==> src/hdl/wam_pkg.sv <==
`default_nettype none

package wam_pkg;

    localparam int ENTRIES = 16;

    localparam int IDX_W  = 4;
    localparam int ADDR_W = 32;
    localparam int TYPE_W = 3;
    localparam int ID_W   = 16;
    localparam int WC_W   = 2;
    localparam int KIND_W = 2;
    localparam int VAL_W  = 32;

    localparam int S_TDATA_W = 160;
    localparam int M_TDATA_W = 120;

    localparam logic OP_WRITE = 1'b0;
    localparam logic OP_CHECK = 1'b1;

    localparam logic [WC_W-1:0] WC_BYTE = 2'd0;
    localparam logic [WC_W-1:0] WC_HALF = 2'd1;
    localparam logic [WC_W-1:0] WC_WORD = 2'd2;

    localparam int TYPE_CHANGE_BIT = 2;

    typedef struct packed {
        logic [ADDR_W-1:0] address;
        logic [WC_W-1:0]   width_code;
        logic [KIND_W-1:0] access_kind;
        logic [VAL_W-1:0]  new_value;
        logic [VAL_W-1:0]  old_value;
    } access_t;

    typedef struct packed {
        logic              en;
        logic [IDX_W-1:0]  index;
        logic              valid;
        logic [ADDR_W-1:0] address;
        logic [TYPE_W-1:0] wtype;
        logic [ID_W-1:0]   id;
    } entry_wr_t;

    typedef struct packed {
        logic [TYPE_W-1:0] wtype;
        logic [ID_W-1:0]   id;
    } tag_t;

endpackage

`default_nettype wire

==> src/hdl/watchpoint_access_matcher.sv <==
// Watchpoint access matcher.
// Input stream s_*: one word per operation. s_tuser is the opcode: write a
// table entry, or check one memory access against the table. Output stream
// m_*: exactly one word per input word, in order. m_tuser is the hit flag;
// for table writes and misses all result fields are zero.
// Pipeline: input register, per-entry compare, then lowest-hit select into the
// output register. Throughput: one word per cycle while the output is not
// stalled, set by the three-stage pipeline with all table entries compared
// in parallel.
// A table write takes effect at the edge it is accepted; every later check
// sees it, every earlier one does not.
// Reset: all table entries invalid, pipeline empty, m_tvalid low.
// Stall: when m_tready is low with a word on the output, the whole pipeline
// holds and s_tready drops; nothing is lost or repeated.
`default_nettype none

module watchpoint_access_matcher (
    input  wire logic                            aclk,
    input  wire logic                            aresetn,
    input  wire logic                            s_tvalid,
    output logic                                 s_tready,
    // entry_index, entry_valid, entry_address, entry_type, entry_id, address,
    // width_code, access_kind, new_value, old_value, zero pad
    input  wire logic [wam_pkg::S_TDATA_W-1:0]   s_tdata,
    // opcode
    input  wire logic                            s_tuser,
    output logic                                 m_tvalid,
    input  wire logic                            m_tready,
    // hit_point_id, hit_watch_type, hit_access_kind, hit_address,
    // hit_old_value, hit_new_value, zero pad
    output logic [wam_pkg::M_TDATA_W-1:0]        m_tdata,
    // hit
    output logic                                 m_tuser
);

    localparam int N = wam_pkg::ENTRIES;

    logic               adv;
    logic               s_fire;
    wam_pkg::entry_wr_t wr;
    wam_pkg::access_t   s_acc;

    logic               a_valid_reg;
    logic               a_check_reg;
    wam_pkg::access_t   a_acc_reg;

    logic               b_valid_reg;
    wam_pkg::access_t   b_acc_reg;
    logic [N-1:0]       b_match;
    wam_pkg::tag_t      b_tag [N];

    logic [N-1:0]       first_hit;
    wam_pkg::tag_t      sel_tag;
    logic               any_hit;

    logic                         m_valid_reg;
    logic                         m_hit_reg;
    logic [wam_pkg::ID_W-1:0]     m_id_reg;
    logic [wam_pkg::TYPE_W-1:0]   m_type_reg;
    logic [wam_pkg::KIND_W-1:0]   m_kind_reg;
    logic [wam_pkg::ADDR_W-1:0]   m_addr_reg;
    logic [wam_pkg::VAL_W-1:0]    m_old_reg;
    logic [wam_pkg::VAL_W-1:0]    m_new_reg;

    assign adv      = !m_valid_reg || m_tready;
    assign s_tready = adv;
    assign s_fire   = s_tvalid && adv;

    assign wr.en      = s_fire && (s_tuser == wam_pkg::OP_WRITE);
    assign wr.index   = s_tdata[3:0];
    assign wr.valid   = s_tdata[4];
    assign wr.address = s_tdata[36:5];
    assign wr.wtype   = s_tdata[39:37];
    assign wr.id      = s_tdata[55:40];

    assign s_acc.address     = s_tdata[87:56];
    assign s_acc.width_code  = s_tdata[89:88];
    assign s_acc.access_kind = s_tdata[91:90];
    assign s_acc.new_value   = s_tdata[123:92];
    assign s_acc.old_value   = s_tdata[155:124];

    // stage A: input register
    always_ff @(posedge aclk) begin
        if (!aresetn) begin
            a_valid_reg <= 1'b0;
            a_check_reg <= 1'b0;
        end else if (adv) begin
            a_valid_reg <= s_tvalid;
            a_check_reg <= s_tvalid && (s_tuser == wam_pkg::OP_CHECK);
        end
    end

    always_ff @(posedge aclk) begin
        if (adv) begin
            a_acc_reg <= s_acc;
        end
    end

    // stage B: per-entry compare
    wam_table u_table (
        .aclk      (aclk),
        .aresetn   (aresetn),
        .adv       (adv),
        .wr        (wr),
        .chk_valid (a_check_reg),
        .chk       (a_acc_reg),
        .match_reg (b_match),
        .tag_reg   (b_tag)
    );

    always_ff @(posedge aclk) begin
        if (!aresetn) begin
            b_valid_reg <= 1'b0;
        end else if (adv) begin
            b_valid_reg <= a_valid_reg;
        end
    end

    always_ff @(posedge aclk) begin
        if (adv) begin
            b_acc_reg <= a_acc_reg;
        end
    end

    // stage C: lowest hit wins
    assign first_hit = b_match & (~b_match + N'(1));
    assign any_hit   = |b_match;

    always_comb begin
        sel_tag = '0;
        for (int i = 0; i < N; i++) begin
            if (first_hit[i]) begin
                sel_tag = sel_tag | b_tag[i];
            end
        end
    end

    always_ff @(posedge aclk) begin
        if (!aresetn) begin
            m_valid_reg <= 1'b0;
            m_hit_reg   <= 1'b0;
        end else if (adv) begin
            m_valid_reg <= b_valid_reg;
            m_hit_reg   <= any_hit;
        end
    end

    always_ff @(posedge aclk) begin
        if (adv) begin
            m_id_reg   <= any_hit ? sel_tag.id : '0;
            m_type_reg <= any_hit ? sel_tag.wtype : '0;
            m_kind_reg <= any_hit ? b_acc_reg.access_kind : '0;
            m_addr_reg <= any_hit ? b_acc_reg.address : '0;
            m_old_reg  <= any_hit ? b_acc_reg.old_value : '0;
            m_new_reg  <= any_hit ? b_acc_reg.new_value : '0;
        end
    end

    assign m_tvalid = m_valid_reg;
    assign m_tuser  = m_hit_reg;
    assign m_tdata  = {3'b000, m_new_reg, m_old_reg, m_addr_reg,
                       m_kind_reg, m_type_reg, m_id_reg};

endmodule

`default_nettype wire

==> src/hdl/wam_table.sv <==
`default_nettype none

module wam_table (
    input  wire logic               aclk,
    input  wire logic               aresetn,
    input  wire logic               adv,
    input  wire wam_pkg::entry_wr_t wr,
    input  wire logic               chk_valid,
    input  wire wam_pkg::access_t   chk,
    output logic [wam_pkg::ENTRIES-1:0] match_reg,
    output wam_pkg::tag_t           tag_reg [wam_pkg::ENTRIES]
);

    localparam int N = wam_pkg::ENTRIES;

    logic                       valid_reg [N];
    logic [wam_pkg::ADDR_W-1:0] addr_reg  [N];
    logic [wam_pkg::TYPE_W-1:0] type_reg  [N];
    logic [wam_pkg::ID_W-1:0]   id_reg    [N];

    logic [wam_pkg::ADDR_W-1:0] low_mask;
    logic [wam_pkg::VAL_W-1:0]  value_mask;
    logic                       wc_ok;
    logic                       same_value;
    logic [N-1:0]               match_next;

    always_comb begin
        low_mask   = '0;
        value_mask = '0;
        wc_ok      = 1'b1;
        unique case (chk.width_code)
            wam_pkg::WC_BYTE: begin
                low_mask   = 32'h0000_0000;
                value_mask = 32'h0000_00FF;
            end
            wam_pkg::WC_HALF: begin
                low_mask   = 32'h0000_0001;
                value_mask = 32'h0000_FFFF;
            end
            wam_pkg::WC_WORD: begin
                low_mask   = 32'h0000_0003;
                value_mask = 32'hFFFF_FFFF;
            end
            default: begin
                wc_ok = 1'b0;
            end
        endcase
    end

    assign same_value = ((chk.new_value ^ chk.old_value) & value_mask) == '0;

    for (genvar i = 0; i < N; i++) begin : g_entry
        logic sel;

        assign sel = wr.en && (32'(wr.index) == 32'(i));

        always_ff @(posedge aclk) begin
            if (!aresetn) begin
                valid_reg[i] <= 1'b0;
            end else if (sel) begin
                valid_reg[i] <= wr.valid;
            end
        end

        always_ff @(posedge aclk) begin
            if (sel) begin
                addr_reg[i] <= wr.address;
                type_reg[i] <= wr.wtype;
                id_reg[i]   <= wr.id;
            end
        end

        assign match_next[i] = chk_valid && wc_ok && valid_reg[i]
            && (((addr_reg[i] ^ chk.address) & ~low_mask) == '0)
            && ((type_reg[i][wam_pkg::KIND_W-1:0] & chk.access_kind) != '0)
            && !(type_reg[i][wam_pkg::TYPE_CHANGE_BIT] && same_value);

        always_ff @(posedge aclk) begin
            if (adv) begin
                tag_reg[i].wtype <= type_reg[i];
                tag_reg[i].id    <= id_reg[i];
            end
        end
    end

    always_ff @(posedge aclk) begin
        if (!aresetn) begin
            match_reg <= '0;
        end else if (adv) begin
            match_reg <= match_next;
        end
    end

endmodule

`default_nettype wire

==> config.mk <==
export PLATFORM = sky130hd
export DESIGN_NAME = watchpoint_access_matcher
export DESIGN_NICKNAME = d
export VERILOG_FILES = /design/src/hdl/wam_pkg.sv /design/src/hdl/watchpoint_access_matcher.sv /design/src/hdl/wam_table.sv
export SDC_FILE = /design/constraint.sdc
export NUM_CORES = 2
export LEC_CHECK = 0
export BUFFER_PORTS_ARGS = -buffer_cell sky130_fd_sc_hd__buf_2
export CAP_MARGIN = 20
export CELL_PAD_IN_SITES_DETAIL_PLACEMENT = 1
export CELL_PAD_IN_SITES_GLOBAL_PLACEMENT = 2
export CORE_ASPECT_RATIO = 1.25
export CORE_MARGIN = 2
export CORE_UTILIZATION = 50
export DETAILED_ROUTE_END_ITERATION = 10
export PLACE_DENSITY = 0.85
export SETUP_SLACK_MARGIN = 0.3
export SYNTH_ARGS = -nofsm -noshare
export SYNTH_HDL_FRONTEND = slang
export SYNTH_HIERARCHICAL = 1
export SYNTH_SLANG_ARGS = --single-unit
==> constraint.sdc <==
create_clock -name aclk -period 26.6 [get_ports aclk]
set_clock_uncertainty 0.15 [all_clocks]
set_input_delay 1.33 -clock aclk [delete_from_list [all_inputs] [get_ports aclk]]
set_output_delay 1.33 -clock aclk [all_outputs]
set_load 0.05 [all_outputs]
# Yosys cells after proc, flatten, opt, wreduce, memory -nomap -nowiden
# Memory sizes are Yosys's and may differ from the RTL's. A register that Yosys moved wholly into a read port is not among the register bits.
# Index checks and enable logic that the tools add are counted.
# word_totals
reg_bits,384
ram_bits,832
inputBits,165
out_inout_bits,123
n_memories,4
# classes
n_addsub,1
eq_ne,17
n_mux,235
bitwise,85
n_reduce_logical,200
# mem_list
memory,depth,width,read_ports,rd_clocked_by_memory_dff,write_ports,line_no,text
u_table.addr_reg,16,32,16,0,1,wam_table.sv:17,logic [wam_pkg::ADDR_W-1:0] addr_reg [N];
u_table.id_reg,16,16,16,16,1,wam_table.sv:19,logic [wam_pkg::ID_W-1:0] id_reg [N];
u_table.type_reg,16,3,16,0,1,wam_table.sv:18,logic [wam_pkg::TYPE_W-1:0] type_reg [N];
u_table.valid_reg,16,1,16,0,16,wam_table.sv:16,logic valid_reg [N];
# ops
operator,n
32-bit bitwise AND,17
32-bit zero test,17
32-bit XOR,17
32-bit two-way mux,15
32-bit OR reduction,15
19-bit two-way mux,16
19-bit bitwise OR,15
16-bit OR reduction,16
16-bit two-way mux,15
4-bit two-way mux,45
1-bit two-way mux,127
1-bit logical AND,100
32-bit one-hot mux with 3 select lines,1
3-bit OR reduction,16
3-bit two-way mux,15
2-bit bitwise AND,16
"4-bit equality test, second input constant",8
2-bit NOT with 32-bit output,1
2-bit nonzero test,16
1-bit zero test,17
"16-bit by 1-bit adder with 16-bit output, second input constant",1
16-bit bitwise AND,1
"4-bit by 3-bit equality test with 1-bit output, second input constant",4
16-bit NOT,1
other kinds (10),26

# Depth between registers and ports, before layout
# logic_depth
depth_word,34
ltp_mapped,9
mapped_depth_nobuf,7

# Cells and area by module
# Netlist, hierarchy kept.
# modules_own_cells
module,instances,cells_each,area_per_inst_um2,seq_area_each_um2
wam_table,1,2124,42056.6,34423.0
watchpoint_access_matcher,1,832,12811.0,9559.2

# Worst setup path after synthesis
# Ideal clock, no wire load.
# synth_path
kind,input to register
start,input port m_tready
end,register u_table/match_reg[4] in the netlist's numbering
arrival_ns,15.599
slack_ns,10.777
stages,8
n_path_buf,1
cell_sequence,nor2b_1 > inv_1 > nand4b_4 > buf_4 > nor4_1 > nand4_1 > o31a_1 > a31oi_2
# synth_between
elab_chain_cells,1
# synth_lines
element,line_no,text
"start, declared",watchpoint_access_matcher.sv:28,"input wire logic m_tready,"
1-bit logical OR,watchpoint_access_matcher.sv:65,assign adv = !m_valid_reg || m_tready;
net s_tready,watchpoint_access_matcher.sv:21,"output logic s_tready,"
"end signal, assigned",wam_table.sv:90,match_reg <= match_next;
"end, declared",wam_table.sv:10,"output logic [wam_pkg::ENTRIES-1:0] match_reg,"
# The timed path passes the listed nets, and every way through them passes these cells.
# A chain may end at the register's enable or synchronous reset.

# Final worst setup path
# layout_path
start,input port m_tready
end,"register, netlist name u_table/tag_reg[19]"
# layout_between
elab_chain_cells,1
# layout_lines
element,line_no
1-bit logical OR,watchpoint_access_matcher.sv:65
# Every way passes these cells.

==> impl_metrics.ini <==
[timing]
drv_slew = 0
rsz0062_at_grt = no
fin_crit_ps = 5330
max_freq_mhz = 188
tns_ps = 0
maxSlewHeadroom = 0.272
period_share = 0.200
finalSetupViolCount = 0
hold_violations = 0
setup_ws_ps = 21270
tightest_slew_ps = 1090

[critical_path]
critPathMaxStageDelay_ps = 880
reg2reg_from = m_tvalid
critPathMaxFanout = 89
cp_cell_sequence = buf_2, nor2b_1, inv_8, buf_16, buf_4, buf_4, buf_4, buf_4
cp_top_family = buffers and inverters
cp.arrival_ps = 5570
cp.required_ps = 26840
crit_buf_inv = 7
cpMostUsedCell = buf_4
crit_type = in2reg
cp-startpoint = m_tready
endpoint_kind = flop
slowest_stage = buf_4
start_kind = primary input

[synth]
synthArstFlopShare = 0
syn_inst = 2956
synth_edf_count = 1450
yosysSeqAreaShare = 0.802
ys.warnings.count = 6
avgSynthCellArea_um2 = 18.6
synth_seq_cells = 1472
ys.flop_type = edfxtp_1
yosysUniqueCellTypes = 73
syn-cell-area_um2 = 54900

[cells_and_area]
final_area_um2 = 62400
ff_latch_area_um2 = 44000
drive_gt1_frac = 0.177
largest_reg_flops = 512
syn2layout_area_growth_pct = 13.7
nFillCells = 9599
nets = 3495
fin_util = 0.574
multi_input_area_um2 = 9870

[clocking]
post_cts_resized = 0
cts_setup_buffers = 0
cts.reportedPaths.clkPinSlew_ps = 60
tritoncts = done
ctsHoldBuffers = 0
cts_made_buffers = 142
cts.path.max_buffers = 3
insertion_delay_ps = 790
h-tree-depth = 4
cts.sinks = 1472
root_buffer = clkbuf_16

[global_route]
grt_antenna_before_repair = 15
grt_first_pass_wirelength_um = 221000
grt_pass1_vias = 30900
grtUsageTotal = 0.279
gr-total-overflow = 0
grt_max_degree = 165

[floorplanning]
fp.dieW_um = 300
rows = 135
die_h_um = 374
initial_utilization = 0.505
dieArea_um2 = 112000
core_um2 = 109000
pin_count = 288

[job]
drv_cap = 0

[min_path]
hp-start = u_table/id_reg[1][97]
hold_path_class = reg2reg

[drt]
final_antenna_net_count = 0
firstDrtPassIters = 6
wl_per_cell_um = 31.8
post-route-drc-count = 0
routed_via_density = 5.94
drt_iter0_markers = 3011
vias = 29100
routed_wirelength_um = 156000

[placed_design]
hpwl_um = 94500
place_area_um2 = 57700
port_buffers = 280
place_ws_ps = 20350
gp_congestion = 0.836

[outcome]
status = complete, no violations

[pwr]
ir_drop_v = 0.0000740
powerDensity_nw_per_um2 = 77.4
leakage_uw = 0.0220
==> worst reg2reg max path, stage by stage, from the launching register on <==
cell	delay [ps]
dfxtp_1	320
nor2b_1	240
inv_8	420
buf_16	420
buf_4	630
buf_4	820
buf_4	910
buf_4	800
==> power by group <==
part / total [µW] / internal, µW / switching [µW] / leakage (µW)
clock network: 2020 / 1150 / 871 / 0.00225
logic: 195 / 50.3 / 145 / 0.00533
registers: 2620 / 2600 / 21.8 / 0.0144
total: 4830 / 3790 / 1040 / 0.0220
==> synth_stat cells (22+ instances only) <==
cell type,number,area [µm²]
xnor2_1,59,517
o21ai_0,44,220
nor2_1,25,93.8
nand2_1,122,458
nand4_1,38,238
dfxtp_1,22,440
xor2_1,485,4250
buf_6,48,541
a22oi_1,64,480
nor4_1,110,688
clkbuf_1,44,165
nor2b_1,116,726
nand3_1,27,135
edfxtp_1,1450,43500
a22o_1,25,219
==> per-layer routing <==
layer | routed length, µm | share of wire | GRT usage | up-vias
met5 | 55 | 0.00035 | 0 | -
met4 | 7330 | 0.047 | 0.128 | 10
met3 | 11100 | 0.071 | 0.0519 | 413
met2 | 82500 | 0.53 | 0.495 | 1339
met1 | 54600 | 0.35 | 0.326 | 15300
li1 | - | - | - | 12000
==> layout make-up <==
| cell class | count | area share |
|---|---|---|
| clock buffer | 177 | 0.0596 |
| inverter | 21 | 0.00138 |
| clock inverter | 80 | 0.0139 |
| antenna | 10 | 0.000401 |
| tap | 1438 | 0.0289 |
| timing repair buffer | 357 | 0.0322 |
| sequential | 1472 | 0.705 |
| multi-input combinational | 1333 | 0.158 |
==> cell families (layout without fill, tap and decap cells) <==
kind of cell / Yosys count / count (layout) / share of synthesized area
mux: 1 / 1 / 0.000182
fa+ha+maj: 3 / 3 / 0.000684
flops: 1472 / 1472 / 0.802
simple gates: 516 / 516 / 0.0543
buf+inv: 153 / 635 / 0.0191
other cells: 1 / 13 / 0.0000683
compound gates: 266 / 266 / 0.0372
xor+xnor: 544 / 544 / 0.0868
==> path summary, 6_finish.rpt <==
check / end / slack, ps / cells after the start
setup reg to reg: u_table/tag_reg[19] / 21460 / 7
hold reg to reg: u_table/tag_reg[20] / 260 / 0
setup / recovery: u_table/tag_reg[19] / 21270 / 8
hold / removal: u_table/tag_reg[20] / 260 / 0
==> layout by cell type, fill, tap and decap left out, types with 8 or more instances in the layout <==
master / count
edfxtp_1: 1450
xor2_1: 485
buf_2: 280
clkbuf_16: 143
nand2_1: 122
nor2b_1: 114
nor4_1: 110
buf_4: 75
a22oi_1: 64
xnor2_1: 59
o21ai_0: 44
nand4_1: 38
clkbuf_1: 33
clkinv_2: 28
nand3_1: 27
a22o_1: 25
nor2_1: 25
dfxtp_1: 22
clkinv_1: 21
nor3_1: 17
a221oi_1: 15
bufinv_16: 15
inv_2: 15
o2111ai_1: 15
a31oi_1: 15
a21oi_1: 11
a2111oi_0: 11
o31a_1: 11
diode_2: 10
and2_1: 9
a222oi_1: 9
nor4_2: 8
==> metrics by stage <==
step | instances | power, µW | hold slack, ps
after detailed placement | 4619 | 2860 | 255
after CTS | 4876 | 4860 | 254
after global routing | 4883 | 4940 | 267
after floorplan | 2958 | 2780 | 250
after global placement | 4619 | 2850 | 250
final | 4888 | 4830 | 261
Power figures use the tool's default switching activity.
